### config.mk
export PLATFORM = sky130hd
export DESIGN_NAME = multi_mode_frame_checksum_core_flat
export DESIGN_NICKNAME = d
export VERILOG_FILES = /design/src/design/mmfc_pkg.sv /design/src/design/mmfc_in_if.sv /design/src/design/mmfc_out_if.sv /design/src/design/multi_mode_frame_checksum_core.sv /design/src/design/mmfc_fold.sv /design/src/design/mmfc_emit.sv /design/src/flat_wrapper.sv
export SDC_FILE = /design/constraint.sdc
export NUM_CORES = 1
export LEC_CHECK = 0
export BUFFER_PORTS_ARGS = -buffer_cell sky130_fd_sc_hd__buf_2
export CORE_MARGIN = 2
export CORE_UTILIZATION = 60
export DETAILED_ROUTE_END_ITERATION = 8
export HOLD_SLACK_MARGIN = 0.03
export PLACE_DENSITY_LB_ADDON = 0.3
export SLEW_MARGIN = 20
export SYNTH_ARGS = -nofsm -noshare
export SYNTH_HDL_FRONTEND = slang
export SYNTH_SLANG_ARGS = --single-unit
### constraint.sdc
create_clock -name i_clk -period 5.4 [get_ports i_clk]
set_clock_uncertainty 0.05 [all_clocks]
set_input_delay 1.08 -clock i_clk [delete_from_list [all_inputs] [get_ports i_clk]]
set_output_delay 1.08 -clock i_clk [all_outputs]
set_load 0.02 [all_outputs]
### src/design/mmfc_pkg.sv
// ----------------------------------------------------------------------------
// Frame checksum package
// Mode codes, polynomial constants and the types shared by the checksum core.
// ----------------------------------------------------------------------------
package mmfc_pkg;

    typedef logic [2:0] t_mode;

    localparam t_mode MODE_NONE     = 3'd0;
    localparam t_mode MODE_NEG_ADD8 = 3'd1;
    localparam t_mode MODE_ADD8     = 3'd2;
    localparam t_mode MODE_XOR8     = 3'd3;
    localparam t_mode MODE_ADD16    = 3'd4;
    localparam t_mode MODE_MODBUS   = 3'd5;
    localparam t_mode MODE_CCITT    = 3'd6;
    localparam t_mode MODE_CRC32    = 3'd7;

    localparam logic [31:0] CRC32_POLY   = 32'hEDB8_8320;
    localparam logic [15:0] MODBUS_POLY  = 16'hA001;
    localparam logic [15:0] CCITT_POLY   = 16'h1021;
    localparam logic [15:0] CRC16_INIT   = 16'hFFFF;
    localparam logic [31:0] CRC32_INIT   = 32'hFFFF_FFFF;
    localparam logic [15:0] CCITT_MSB    = 16'h8000;

    localparam int unsigned CHECK_W      = 32;
    localparam int unsigned MAX_BYTES    = 4;
    localparam int unsigned CNT_W        = 3;

    // Closing value of a frame handed to the output serializer.
    typedef struct packed {
        logic               load;
        t_mode              mode;
        logic [CHECK_W-1:0] value;
    } t_emit_load;

endpackage

### src/design/mmfc_in_if.sv
// ----------------------------------------------------------------------------
// Frame byte channel
// Valid/ready channel that carries one frame byte and its end marker.
// ----------------------------------------------------------------------------
interface mmfc_in_if;
    logic       valid;
    logic       ready;
    logic [7:0] data_byte;
    logic       frame_end;

    modport source (output valid, output data_byte, output frame_end, input ready);
    modport sink   (input valid, input data_byte, input frame_end, output ready);
endinterface

### src/design/mmfc_out_if.sv
// ----------------------------------------------------------------------------
// Check byte channel
// Valid/ready channel that carries one check byte and its last marker.
// ----------------------------------------------------------------------------
interface mmfc_out_if;
    logic       valid;
    logic       ready;
    logic [7:0] check_byte;
    logic       check_last;

    modport source (output valid, output check_byte, output check_last, input ready);
    modport sink   (input valid, input check_byte, input check_last, output ready);
endinterface

### src/design/multi_mode_frame_checksum_core.sv
// ----------------------------------------------------------------------------
// Multi-mode frame checksum core
// Folds frame bytes into a selectable checksum or CRC and emits the check
// bytes of each frame after its last byte.
//
//   channel  dir  payload                   transfer when
//   i_in     in   data_byte, frame_end      i_in.valid && i_in.ready
//   o_out    out  check_byte, check_last    o_out.valid && o_out.ready
//   cfg      in   i_cfg_wdata (check_mode)  i_cfg_we
//
// One byte is taken per cycle; the CRC bit steps are unrolled in the fold.
// A frame end byte closes the frame and its 1, 2 or 4 check bytes leave the
// serializer register one per ready cycle, starting the cycle after it.
// Bytes inside a frame are never stalled; a frame end byte waits only while
// the previous frame's check bytes, other than the last one leaving, remain.
// Reset is synchronous: the mode returns to none and no frame is open.
// ----------------------------------------------------------------------------
module multi_mode_frame_checksum_core (
    input  logic                          i_clk,
    input  logic                          i_rst_n,
    input  logic                          i_cfg_we,
    input  logic [2:0]                    i_cfg_wdata,
    mmfc_in_if.sink                       i_in,
    mmfc_out_if.source                    o_out
);

    mmfc_pkg::t_mode              r_mode;
    logic [mmfc_pkg::CHECK_W-1:0] folded;
    logic                         can_load;
    logic                         accept;
    mmfc_pkg::t_emit_load         emit_load;

    always_ff @(posedge i_clk) begin
        if (!i_rst_n) begin
            r_mode <= mmfc_pkg::MODE_NONE;
        end else if (i_cfg_we) begin
            r_mode <= i_cfg_wdata;
        end
    end

    // A frame end in mode none emits nothing and never needs the serializer.
    assign i_in.ready = !i_in.frame_end || can_load || (r_mode == mmfc_pkg::MODE_NONE);
    assign accept     = i_in.valid && i_in.ready;

    mmfc_fold u_fold (
        .i_clk       (i_clk),
        .i_rst_n     (i_rst_n),
        .i_mode      (r_mode),
        .i_accept    (accept),
        .i_data_byte (i_in.data_byte),
        .i_frame_end (i_in.frame_end),
        .o_folded    (folded)
    );

    always_comb begin
        emit_load.load  = accept && i_in.frame_end && (r_mode != mmfc_pkg::MODE_NONE);
        emit_load.mode  = r_mode;
        emit_load.value = folded;
    end

    mmfc_emit u_emit (
        .i_clk      (i_clk),
        .i_rst_n    (i_rst_n),
        .i_load     (emit_load),
        .o_can_load (can_load),
        .o_out      (o_out)
    );

endmodule

### src/design/mmfc_fold.sv
// ----------------------------------------------------------------------------
// Running check fold
// Holds the running check value and folds one byte per transfer into it.
// ----------------------------------------------------------------------------
module mmfc_fold (
    input  logic                         i_clk,
    input  logic                         i_rst_n,
    input  mmfc_pkg::t_mode              i_mode,
    input  logic                         i_accept,
    input  logic [7:0]                   i_data_byte,
    input  logic                         i_frame_end,
    output logic [mmfc_pkg::CHECK_W-1:0] o_folded
);

    logic [mmfc_pkg::CHECK_W-1:0] r_check;
    logic [mmfc_pkg::CHECK_W-1:0] n_check;
    logic                         r_open;
    logic [mmfc_pkg::CHECK_W-1:0] start_val;

    function automatic logic [mmfc_pkg::CHECK_W-1:0] init_value(input mmfc_pkg::t_mode mode);
        logic [mmfc_pkg::CHECK_W-1:0] v;
        v = '0;
        if (mode == mmfc_pkg::MODE_MODBUS || mode == mmfc_pkg::MODE_CCITT) begin
            v = {16'h0000, mmfc_pkg::CRC16_INIT};
        end else if (mode == mmfc_pkg::MODE_CRC32) begin
            v = mmfc_pkg::CRC32_INIT;
        end
        return v;
    endfunction

    // Eight bit steps of each CRC are unrolled; each step is a shift and a
    // conditional XOR.
    function automatic logic [mmfc_pkg::CHECK_W-1:0] fold_byte(
        input mmfc_pkg::t_mode              mode,
        input logic [mmfc_pkg::CHECK_W-1:0] acc,
        input logic [7:0]                   b
    );
        logic [mmfc_pkg::CHECK_W-1:0] res;
        logic [15:0]                  a16;
        logic [31:0]                  a32;
        res = acc;
        a16 = '0;
        a32 = '0;
        case (mode)
            mmfc_pkg::MODE_NEG_ADD8,
            mmfc_pkg::MODE_ADD8,
            mmfc_pkg::MODE_ADD16: begin
                res = acc + {24'h000000, b};
            end
            mmfc_pkg::MODE_XOR8: begin
                res = {24'h000000, acc[7:0] ^ b};
            end
            mmfc_pkg::MODE_MODBUS: begin
                a16 = acc[15:0] ^ {8'h00, b};
                for (int i = 0; i < 8; i++) begin
                    a16 = a16[0] ? ((a16 >> 1) ^ mmfc_pkg::MODBUS_POLY) : (a16 >> 1);
                end
                res = {16'h0000, a16};
            end
            mmfc_pkg::MODE_CCITT: begin
                a16 = acc[15:0] ^ {b, 8'h00};
                for (int i = 0; i < 8; i++) begin
                    a16 = ((a16 & mmfc_pkg::CCITT_MSB) != 16'h0000)
                        ? ((a16 << 1) ^ mmfc_pkg::CCITT_POLY) : (a16 << 1);
                end
                res = {16'h0000, a16};
            end
            mmfc_pkg::MODE_CRC32: begin
                a32 = acc ^ {24'h000000, b};
                for (int i = 0; i < 8; i++) begin
                    a32 = a32[0] ? ((a32 >> 1) ^ mmfc_pkg::CRC32_POLY) : (a32 >> 1);
                end
                res = a32;
            end
            default: begin
                res = acc;
            end
        endcase
        return res;
    endfunction

    always_comb begin
        start_val = r_open ? r_check : init_value(i_mode);
        n_check   = fold_byte(i_mode, start_val, i_data_byte);
    end

    assign o_folded = n_check;

    always_ff @(posedge i_clk) begin
        if (!i_rst_n) begin
            r_open <= 1'b0;
        end else if (i_accept) begin
            r_open <= !i_frame_end;
        end
    end

    always_ff @(posedge i_clk) begin
        if (i_accept) begin
            r_check <= n_check;
        end
    end

endmodule

### src/design/mmfc_emit.sv
// ----------------------------------------------------------------------------
// Check byte serializer
// Formats the closing check value of a frame and sends it out byte by byte.
// ----------------------------------------------------------------------------
module mmfc_emit (
    input  logic                 i_clk,
    input  logic                 i_rst_n,
    input  mmfc_pkg::t_emit_load i_load,
    output logic                 o_can_load,
    mmfc_out_if.source           o_out
);

    logic [mmfc_pkg::CHECK_W-1:0] r_word;
    logic [mmfc_pkg::CHECK_W-1:0] n_word;
    logic [mmfc_pkg::CNT_W-1:0]   r_cnt;
    logic [mmfc_pkg::CNT_W-1:0]   n_cnt;
    logic [mmfc_pkg::CHECK_W-1:0] fmt_word;
    logic [mmfc_pkg::CNT_W-1:0]   fmt_cnt;
    logic [mmfc_pkg::CHECK_W-1:0] v;
    logic                         xfer;

    assign xfer       = o_out.valid && o_out.ready;
    assign o_can_load = (r_cnt == '0) || (r_cnt == mmfc_pkg::CNT_W'(1) && o_out.ready);

    // The first byte to send always sits in the low byte of the word.
    always_comb begin
        v        = i_load.value;
        fmt_word = '0;
        fmt_cnt  = '0;
        case (i_load.mode)
            mmfc_pkg::MODE_NEG_ADD8: begin
                fmt_word = {24'h000000, 8'h00 - v[7:0]};
                fmt_cnt  = mmfc_pkg::CNT_W'(1);
            end
            mmfc_pkg::MODE_ADD8,
            mmfc_pkg::MODE_XOR8: begin
                fmt_word = {24'h000000, v[7:0]};
                fmt_cnt  = mmfc_pkg::CNT_W'(1);
            end
            mmfc_pkg::MODE_ADD16,
            mmfc_pkg::MODE_CCITT: begin
                fmt_word = {16'h0000, v[7:0], v[15:8]};
                fmt_cnt  = mmfc_pkg::CNT_W'(2);
            end
            mmfc_pkg::MODE_MODBUS: begin
                fmt_word = {16'h0000, v[15:0]};
                fmt_cnt  = mmfc_pkg::CNT_W'(2);
            end
            mmfc_pkg::MODE_CRC32: begin
                fmt_word = ~v;
                fmt_cnt  = mmfc_pkg::CNT_W'(mmfc_pkg::MAX_BYTES);
            end
            default: begin
                fmt_word = '0;
                fmt_cnt  = '0;
            end
        endcase
    end

    always_comb begin
        n_word = r_word;
        n_cnt  = r_cnt;
        if (xfer) begin
            n_word = r_word >> 8;
            n_cnt  = r_cnt - mmfc_pkg::CNT_W'(1);
        end
        if (i_load.load) begin
            n_word = fmt_word;
            n_cnt  = fmt_cnt;
        end
    end

    always_ff @(posedge i_clk) begin
        if (!i_rst_n) begin
            r_cnt <= '0;
        end else begin
            r_cnt <= n_cnt;
        end
    end

    always_ff @(posedge i_clk) begin
        r_word <= n_word;
    end

    assign o_out.valid      = (r_cnt != '0);
    assign o_out.check_byte = r_word[7:0];
    assign o_out.check_last = (r_cnt == mmfc_pkg::CNT_W'(1));

`ifndef SYNTHESIS
    a_cnt_range: assert property (@(posedge i_clk) disable iff (!i_rst_n)
        r_cnt <= mmfc_pkg::CNT_W'(mmfc_pkg::MAX_BYTES))
        else $error("serializer byte count out of range");

    a_load_only_when_free: assert property (@(posedge i_clk) disable iff (!i_rst_n)
        i_load.load |-> o_can_load && i_load.mode != mmfc_pkg::MODE_NONE)
        else $error("frame closed while serializer busy or in mode none");

    a_crc32_four: assert property (@(posedge i_clk) disable iff (!i_rst_n)
        i_load.load && i_load.mode == mmfc_pkg::MODE_CRC32
        |=> r_cnt == mmfc_pkg::CNT_W'(mmfc_pkg::MAX_BYTES))
        else $error("CRC-32 frame did not queue four check bytes");

    a_stall_holds: assert property (@(posedge i_clk) disable iff (!i_rst_n)
        (r_cnt != '0) && !o_out.ready && !i_load.load |=> r_cnt == $past(r_cnt))
        else $error("pending check bytes changed during a stall");
`endif

endmodule
### src/flat_wrapper.sv
// flat-port wrapper written by rule: the top's interface ports become plain ports
module multi_mode_frame_checksum_core_flat 
  (i_clk, i_rst_n, i_cfg_we, i_cfg_wdata, i_in_valid, i_in_data_byte, i_in_frame_end, i_in_ready, o_out_valid, o_out_check_byte, o_out_check_last, o_out_ready);
  mmfc_in_if i_in_i ();
  mmfc_out_if o_out_i ();
  input  logic i_clk;
  input  logic i_rst_n;
  input  logic i_cfg_we;
  input  logic [2:0] i_cfg_wdata;
  input wire logic [$bits(i_in_i.valid)-1:0] i_in_valid;
  input wire logic [$bits(i_in_i.data_byte)-1:0] i_in_data_byte;
  input wire logic [$bits(i_in_i.frame_end)-1:0] i_in_frame_end;
  output wire logic [$bits(i_in_i.ready)-1:0] i_in_ready;
  output wire logic [$bits(o_out_i.valid)-1:0] o_out_valid;
  output wire logic [$bits(o_out_i.check_byte)-1:0] o_out_check_byte;
  output wire logic [$bits(o_out_i.check_last)-1:0] o_out_check_last;
  input wire logic [$bits(o_out_i.ready)-1:0] o_out_ready;
  assign i_in_i.valid = i_in_valid;
  assign i_in_i.data_byte = i_in_data_byte;
  assign i_in_i.frame_end = i_in_frame_end;
  assign i_in_ready = i_in_i.ready;
  assign o_out_valid = o_out_i.valid;
  assign o_out_check_byte = o_out_i.check_byte;
  assign o_out_check_last = o_out_i.check_last;
  assign o_out_i.ready = o_out_ready;
  multi_mode_frame_checksum_core u_core (.i_clk(i_clk), .i_rst_n(i_rst_n), .i_cfg_we(i_cfg_we), .i_cfg_wdata(i_cfg_wdata), .i_in(i_in_i), .o_out(o_out_i));
endmodule
==> results.txt, run 1 <==
The worst setup path is captured at a flop. The final-report hold violation count came out at 0. The arrival time reported for the critical path endpoint is 4.59 ns. The via count of the first global-routing pass came out at between 6,000 and 7,000. Of the synthesized area, sequential elements account for around 31%.

The first detailed-routing pass took 7 iterations. The count of warnings emitted by yosys came out at 0. The final estimated routing congestion in global placement came out at 1.127. The final number of max-transition violations is 0. The start-to-end type of the worst setup path is reg -> reg. The final cell area excluding filler cells came out at approximately 0.007 mm2. Among all flip-flop cells after synthesis, the most frequent one is sky130_fd_sc_hd__edfxtp_1. The CTS tree is built.

The pin count of the biggest net entering global routing is 48. The number of ports placed on the die boundary came out at 28. The core region is 0.01084 mm2. Power spread over the standard cell area amounts to between 400 and 500 mW/mm2. The maximum clock insertion buffer count came out at 2.

The power consumption came out at a little under 3000 uW. The share of flip-flops with an asynchronous set or reset came out at 0%. The total standard cell area after synthesis is between 0.006 and 0.007 mm2.

The highest attainable clock frequency came out at 220.1 MHz. Buffers inserted during clock tree synthesis total 9. The die footprint came out at between 0.01 and 0.015 mm2. The floorplan die height is 109.2 um.

The number of distinct library cells after synthesis came out at slightly below 80. The H-tree depth is 3. The number of nets in the final layout came out at between 800 and 900.

The number of flops mapped to enable cells by yosys came out at 64. The tool flagged a number of max-cap violations equal to 0. The clock latency on the worst-skew pair is roughly 0.39 ns. After detailed placement, the total cell area comes to 0.006845 mm2. The data required time at the worst endpoint came out at about 5.4 ns. The initial standard-cell utilization of the core came out at 61.23%. The count of instances resized after the clock tree is built came out at 0. STA classifies the critical path startpoint as a flop. The worst slack at placement is slightly below 0.8 ns. The overall overflow remaining after global route is 0. For this block, the routed nets add up to 24,560 um of wire. The post-CTS clock slew at the launch and capture registers of the worst setup and hold paths is approximately 0.080 ns. The biggest fanout along the worst timing path is 11. The commonest cells after synthesis are sky130_fd_sc_hd__xnor2_1 (90), sky130_fd_sc_hd__nand2_1 (88), sky130_fd_sc_hd__nor2_1 (73).

By area the synthesized netlist is led by sky130_fd_sc_hd__edfxtp_1 (29%), sky130_fd_sc_hd__xnor2_1 (12%), sky130_fd_sc_hd__nand2_1 (5.0%). The initial antenna violation count came out at 0. The standby leakage power is roughly 0.0026 uW. The global-route wire length before repair came out at between 30,000 and 40,000 um.

The part of the cycle the worst path needs came out at ~84%. The count of buffers from port buffering is 27. The flow ran to the end, and the final reports show no timing, DRC or antenna violations. The global routing usage summed across all routing layers came out at between 40 and 50%. The post-CTS repair timing setup buffer count came out at 0. In the routed design, unresolved DRC markers number 0. Once detail routing completed, the nets flagged for antenna violations numbered 0. The largest area contributor in the netlist is sky130_fd_sc_hd__edfxtp_1. Setup repair after global routing left no endpoint under its margin. The number of cells produced by synthesis is 770. The relative max-transition margin is about 26%. The peak supply drop is roughly 390 uV. The post-DP HPWL is 17,680 um. The aggregate negative setup slack is 0 ns.

The number of sinks on the clock net came out at 71. The total inserted antenna cells came out at 0. The leading cell type by number of instances after synthesis is sky130_fd_sc_hd__xnor2_1. The number of register bits inferred by synthesis came out at 71. Of the cells placed in the final design, the portion with a size suffix greater than 1 is between 10% and 20%.

The cell sitting at the root of the clock tree is a sky130_fd_sc_hd__clkbuf_8. The number of standard-cell rows in the floorplan came out at 38. The number of nets in the synthesized netlist came out at just over 800. Once routing completed, OpenROAD measured the worst setup slack at roughly 0.86 ns. The setup-violating endpoint count in the final report came out at 0. After the first detailed-routing iteration, the DRC count stood at between 1,000 and 1,500. The tightest min-delay check is of the reg -> reg type. The floorplan step set the die width to ~110 um. The slew of the pin with the lowest slew margin is 1.099 ns.

The post-synthesis average cell area is about 8.6 um2. The mean number of vias per cell came out at between 7 and 8. The detail-routed net length per standard cell is around 27 um.

The total via count after detailed routing came out at about 6,600. The layout overhead on the synthesized area is 6.258%. The share of Yosys cell area claimed by the top area cell type is just under 30%.

The utilization of the core after routing came out at 65.06%. After clock tree synthesis, the flow added hold-fix buffers numbering 0. The post-route minimum period is ~4.5 ns.
power breakdown:
group | internal (uW) | leakage (uW) | switching (uW)
Combinational | 552 | 0.00177 | 976
Clock | 241 | 0.000107 | 235
Sequential | 822 | 0.000687 | 107
through the flow:
step | hold slack [ns] | std cells
after CTS | 0.4743 | 922
after global placement | 0.4315 | 906
after floorplan | 0.4222 | 770
after global routing | 0.4883 | 922
final | 0.4652 | 922
after detailed placement | 0.4546 | 906
flip-flops by register name (all words and copies together), names as in the netlist:
signal,count
u_core.u_fold.r_open,1
u_core.u_fold.r_check,32
u_core.u_emit.r_cnt,3
u_core.u_emit.r_word,32
u_core.r_mode,3
path summary, 6_finish.rpt:
kind	start	end	slack [ns]	cells past startpoint
min	u_core.u_emit.r_cnt[1]$_SDFFE_PN0P_	u_core.u_emit.r_cnt[1]$_SDFFE_PN0P_	0.47	1
min reg2reg	u_core.u_emit.r_cnt[1]$_SDFFE_PN0P_	u_core.u_emit.r_cnt[1]$_SDFFE_PN0P_	0.47	1
max reg2reg	u_core.r_mode[0]$_SDFFE_PN0P_	u_core.u_emit.r_word[13]$_DFFE_PP_	0.86	13
max	u_core.r_mode[0]$_SDFFE_PN0P_	u_core.u_emit.r_word[13]$_DFFE_PP_	0.86	13
cell type report:
cell class	instances	area (um2)
clock inverter	4	52.55
timing repair buffer	52	322.8
clock buffer	12	155.1
fill	920	3787
tap	140	175.2
inverter	17	63.81
multi-input combinational	626	4220
sequential	71	2063
routing by layer:
| metal | share of wire (%) | global-route usage [%] |
|---|---|---|
| met2 | 44 | 65.53 |
| met4 | 7.5 | 25.77 |
| met5 | 0 | 0 |
| met1 | 37 | 56.20 |
| met3 | 12 | 10.76 |
cell families after synthesis:
family	share of synthesized area, %
AOI/OAI and AO/OA	22.11
xor gates and xnor gates	17.76
adders and majority gates	3.996
buffers and inverters	5.353
DFF	31.06
muxes	1.715
and+or+nand+nor	18.00
cell usage in the layout (no fill, tap or decap), types with 11 or more instances in the layout:
cell type and instances:
sky130_fd_sc_hd__xor2_1 30, sky130_fd_sc_hd__clkbuf_8 11, sky130_fd_sc_hd__nand3_1 24, sky130_fd_sc_hd__a21oi_1 39, sky130_fd_sc_hd__edfxtp_1 64, sky130_fd_sc_hd__nand2_1 88
sky130_fd_sc_hd__a221oi_1 14, sky130_fd_sc_hd__xnor2_1 90, sky130_fd_sc_hd__o21ai_0 39, sky130_fd_sc_hd__o22ai_1 13, sky130_fd_sc_hd__o221ai_1 14, sky130_fd_sc_hd__inv_1 14
sky130_fd_sc_hd__nand2b_1 12, sky130_fd_sc_hd__buf_4 25, sky130_fd_sc_hd__buf_2 27, sky130_fd_sc_hd__ha_1 18, sky130_fd_sc_hd__nor2_1 73, sky130_fd_sc_hd__nor3_1 16
worst max-delay path, stage by stage, from the launching register on:
cell	delay (ns)
sky130_fd_sc_hd__dfxtp_1	0.32
sky130_fd_sc_hd__o21a_1	0.18
sky130_fd_sc_hd__buf_4	0.20
sky130_fd_sc_hd__nand2_1	0.24
sky130_fd_sc_hd__nand2_1	0.17
sky130_fd_sc_hd__ha_1	0.57
sky130_fd_sc_hd__ha_1	0.34
sky130_fd_sc_hd__nand2_1	0.08
sky130_fd_sc_hd__a21oi_1	0.08
sky130_fd_sc_hd__a2111oi_4	0.64
sky130_fd_sc_hd__nor3_1	0.13
sky130_fd_sc_hd__xor2_1	0.17
sky130_fd_sc_hd__o21ai_0	0.87
sky130_fd_sc_hd__o22ai_1	0.21
(Power assumes the default switching activity.)
==> run 2, diff against run 1 <==
==> constraint.sdc (replaced) <==
create_clock -name i_clk -period 4.5 [get_ports i_clk]
set_clock_uncertainty 0.05 [all_clocks]
set_input_delay 0.9 -clock i_clk [delete_from_list [all_inputs] [get_ports i_clk]]
set_output_delay 0.9 -clock i_clk [all_outputs]
set_load 0.02 [all_outputs]
==> results.txt, run 2 (same netlist as run 1, synthesis figures left out) <==
The share of cells above drive strength 1 is 13.49% (was 12.15%). Commonest non-fill, non-tap cells in the layout: sky130_fd_sc_hd__xnor2_1 (90), sky130_fd_sc_hd__nand2_1 (88), sky130_fd_sc_hd__nor2_1 (73) (unchanged). The global-route wire length before repair is 36,160 um (was 37,200 um).

The count of buffers from port buffering came out at 27 (unchanged). The relative max-transition margin is 46.44% (was 25.94%). The aggregate routed wire length came out at 24,500 um (was 24,560 um).

The post-route minimum period is 4.432 ns (was 4.544 ns). The area taken by flip-flops and latches came to 0.002063 mm2 (unchanged). The kind of start point of the critical path is a flop (unchanged). The standard cell core area is 0.01084 mm2 (unchanged).

The number of maximum-capacitance violations came to 0 (unchanged). The post-CTS clock slew at the launch and capture registers of the worst setup and hold paths is 0.08 ns (about the same). The pin count of the biggest net entering global routing is 42 (was 48). The start-to-end type of the worst setup path is reg -> reg (unchanged). The overall overflow remaining after global route is 0 (unchanged). The die footprint came out at 0.01192 mm2 (unchanged).

The biggest fanout along the worst timing path is 8 (was 11). The global routing usage summed across all routing layers came out at 42.05% (was 43.39%). The post-detailed-route count of antenna-violating nets came out at 0 (unchanged).

The buffer cell driving the clock tree root is sky130_fd_sc_hd__clkbuf_8 (unchanged). The power consumption came out at 3630 uW (was 2933 uW). Largest registers: u_core.u_emit.r_word: 32 flops, u_core.u_fold.r_check: 32 flops (unchanged). The aggregate negative setup slack is 0 ns (unchanged). The number of sinks on the clock net is 71 (unchanged). The power per cell area was 505.6 mW/mm2 (was 415.9 mW/mm2).

The slew of the pin with the lowest slew margin came out at 0.8004 ns (was 1.099 ns). The class of the tightest hold or removal check is reg -> reg (unchanged). The initial antenna violation count came to 0 (unchanged).

The number of ports placed on the die boundary came out at 28 (unchanged). Unrepaired setup endpoints after global routing: no (unchanged). The post-CTS repair timing setup buffer count is 0 (unchanged). The number of filler instances in the final layout is 923 (was 920). The DRC violation count after routing came out at 0 (unchanged).

The total via count after detailed routing came out at 6,525 (was 6,560). The post-DP HPWL is 17,920 um (was 17,680 um). The clock latency on the worst-skew pair is 0.38 ns (was 0.39 ns).

The number of buffers inserted during clock tree synthesis is 9 (unchanged). The leading cell type in the layout, fill and taps excluded was sky130_fd_sc_hd__xnor2_1 (unchanged). The final number of max-transition violations came out at 0 (unchanged).

Outcome: finished clean (unchanged). The via count of the first global-routing pass is 6,115 (was 6,201). The part of the cycle the worst path needs came to 98.50% (was 84.15%). The standby leakage power came out at 0.002638 uW (was 0.002566 uW). The arrival time reported for the critical path endpoint is 4.51 ns (was 4.59 ns). The setup-violating endpoint count in the final report came out at 0 (unchanged). The area taken by multi-input logic gates is 0.004220 mm2 (unchanged). The maximum clock insertion buffer count came out at 2 (unchanged). The mean number of vias per cell came out at 6.994 (was 7.115). The H-tree depth came to 3 (unchanged).

The count of hold buffers inserted by post-cts repair is 0 (unchanged). The CTS tree was built (unchanged). The number of standard-cell rows in the floorplan came out at 38 (unchanged). The number of nets in the final layout came out at 824 (was 813). The final-report hold violation count came out at 0 (unchanged).

The floorplan die height came out at 109.2 um (unchanged). The data required time at the worst endpoint is 4.58 ns (was 5.44 ns). The layout overhead on the synthesized area is 8.162% (was 6.258%).

The highest attainable clock frequency is 225.6 MHz (was 220.1 MHz). The detail-routed net length per standard cell came out at 26.25 um (was 26.63 um). The initial standard-cell utilization of the core was 61.23% (unchanged). The final estimated routing congestion in global placement is 1.143 (was 1.127). The first-pass iteration count of the detailed router came to 7 (unchanged).

The total inserted antenna cells came out at 0 (unchanged). The peak supply drop came out at 579.6 uV (was 389.4 uV). The initial detailed-routing violation count came to 1,127 (was 1,090).

The kind of end point of the critical path is a flop (unchanged). The horizontal die dimension came out at 109.2 um (unchanged).
run 2: cell types whose count changed in the layout (fill, tap and decap cells not counted):
cell,before,now
sky130_fd_sc_hd__clkbuf_8,11,9
sky130_fd_sc_hd__inv_8,0,1
sky130_fd_sc_hd__inv_6,1,2
sky130_fd_sc_hd__bufinv_16,1,3
sky130_fd_sc_hd__clkinv_2,1,0
sky130_fd_sc_hd__o311ai_1,0,1
sky130_fd_sc_hd__buf_4,25,36
sky130_fd_sc_hd__clkbuf_1,1,0
sky130_fd_sc_hd__o311ai_0,1,0
run 2: path summary, 6_finish.rpt:
check,start,endpoint,slack (ns),depth (start not counted)
worst max-delay path,u_core.r_mode[0]$_SDFFE_PN0P_,u_core.u_emit.r_word[6]$_DFFE_PP_,0.07,14
worst min-delay path,u_core.u_emit.r_cnt[1]$_SDFFE_PN0P_,u_core.u_emit.r_cnt[1]$_SDFFE_PN0P_,0.45,1
worst max register to register,u_core.r_mode[0]$_SDFFE_PN0P_,u_core.u_emit.r_word[6]$_DFFE_PP_,0.07,14
worst min register to register,u_core.u_emit.r_cnt[1]$_SDFFE_PN0P_,u_core.u_emit.r_cnt[1]$_SDFFE_PN0P_,0.45,1
run 2: power breakdown:
group,switching [uW],internal [uW],leakage (uW)
Combinational,1180,689,0.00182
Clock,279,377,0.000126
Sequential,119,986,0.000687
run 2: final cells by class:
type	count	share of cell area (%)
multi-input combinational	626	58.78
sequential	71	28.74
clock inverter	7	1.778
inverter	17	0.8888
clock buffer	9	1.725
timing repair buffer	63	5.647
tap	140	2.440
run 2: per-stage QoR:
step | util (%) | hold WS, ns | std cells | cell area, um2 | setup WS (ns)
floorplan | - | 0.4222 | 770 | 6638 | 0.3731
global placement | 63.91 | 0.4357 | 917 | 6928 | 0.2634
detailed placement | 63.91 | 0.4376 | 917 | 6928 | 0.1933
CTS | 66.23 | 0.4582 | 933 | 7179 | 0.1619
global route | 66.23 | 0.4746 | 933 | 7179 | 0.004990
finish | 66.23 | 0.4532 | 933 | 7179 | 0.06772
run 2: critical path: stages (launching register included):
cell and delay [ns]:
sky130_fd_sc_hd__dfxtp_1 0.32, sky130_fd_sc_hd__o21a_1 0.19, sky130_fd_sc_hd__nand2_1 0.33, sky130_fd_sc_hd__nand2_1 0.20
sky130_fd_sc_hd__ha_1 0.54, sky130_fd_sc_hd__ha_1 0.20, sky130_fd_sc_hd__nor2b_1 0.33, sky130_fd_sc_hd__nor4_1 0.11
sky130_fd_sc_hd__o31a_1 0.29, sky130_fd_sc_hd__a221oi_1 0.31, sky130_fd_sc_hd__a22oi_1 0.24, sky130_fd_sc_hd__or3_4 0.44
sky130_fd_sc_hd__o311a_1 0.31, sky130_fd_sc_hd__a211oi_1 0.24, sky130_fd_sc_hd__o21ai_1 0.10
run 2: repair_timing:
action	in CTS	in global routing
endpoints found under the setup margin	0	1
resized for setup	0	1
endpoints found under the hold margin	0	0
run 2: layer usage:
layer | track usage [%] | wire length (um)
met1 | 54.09 | 9057
met2 | 64.91 | 10930
met3 | 8.488 | 2733
met4 | 25.86 | 1774
met5 | 0 | 0
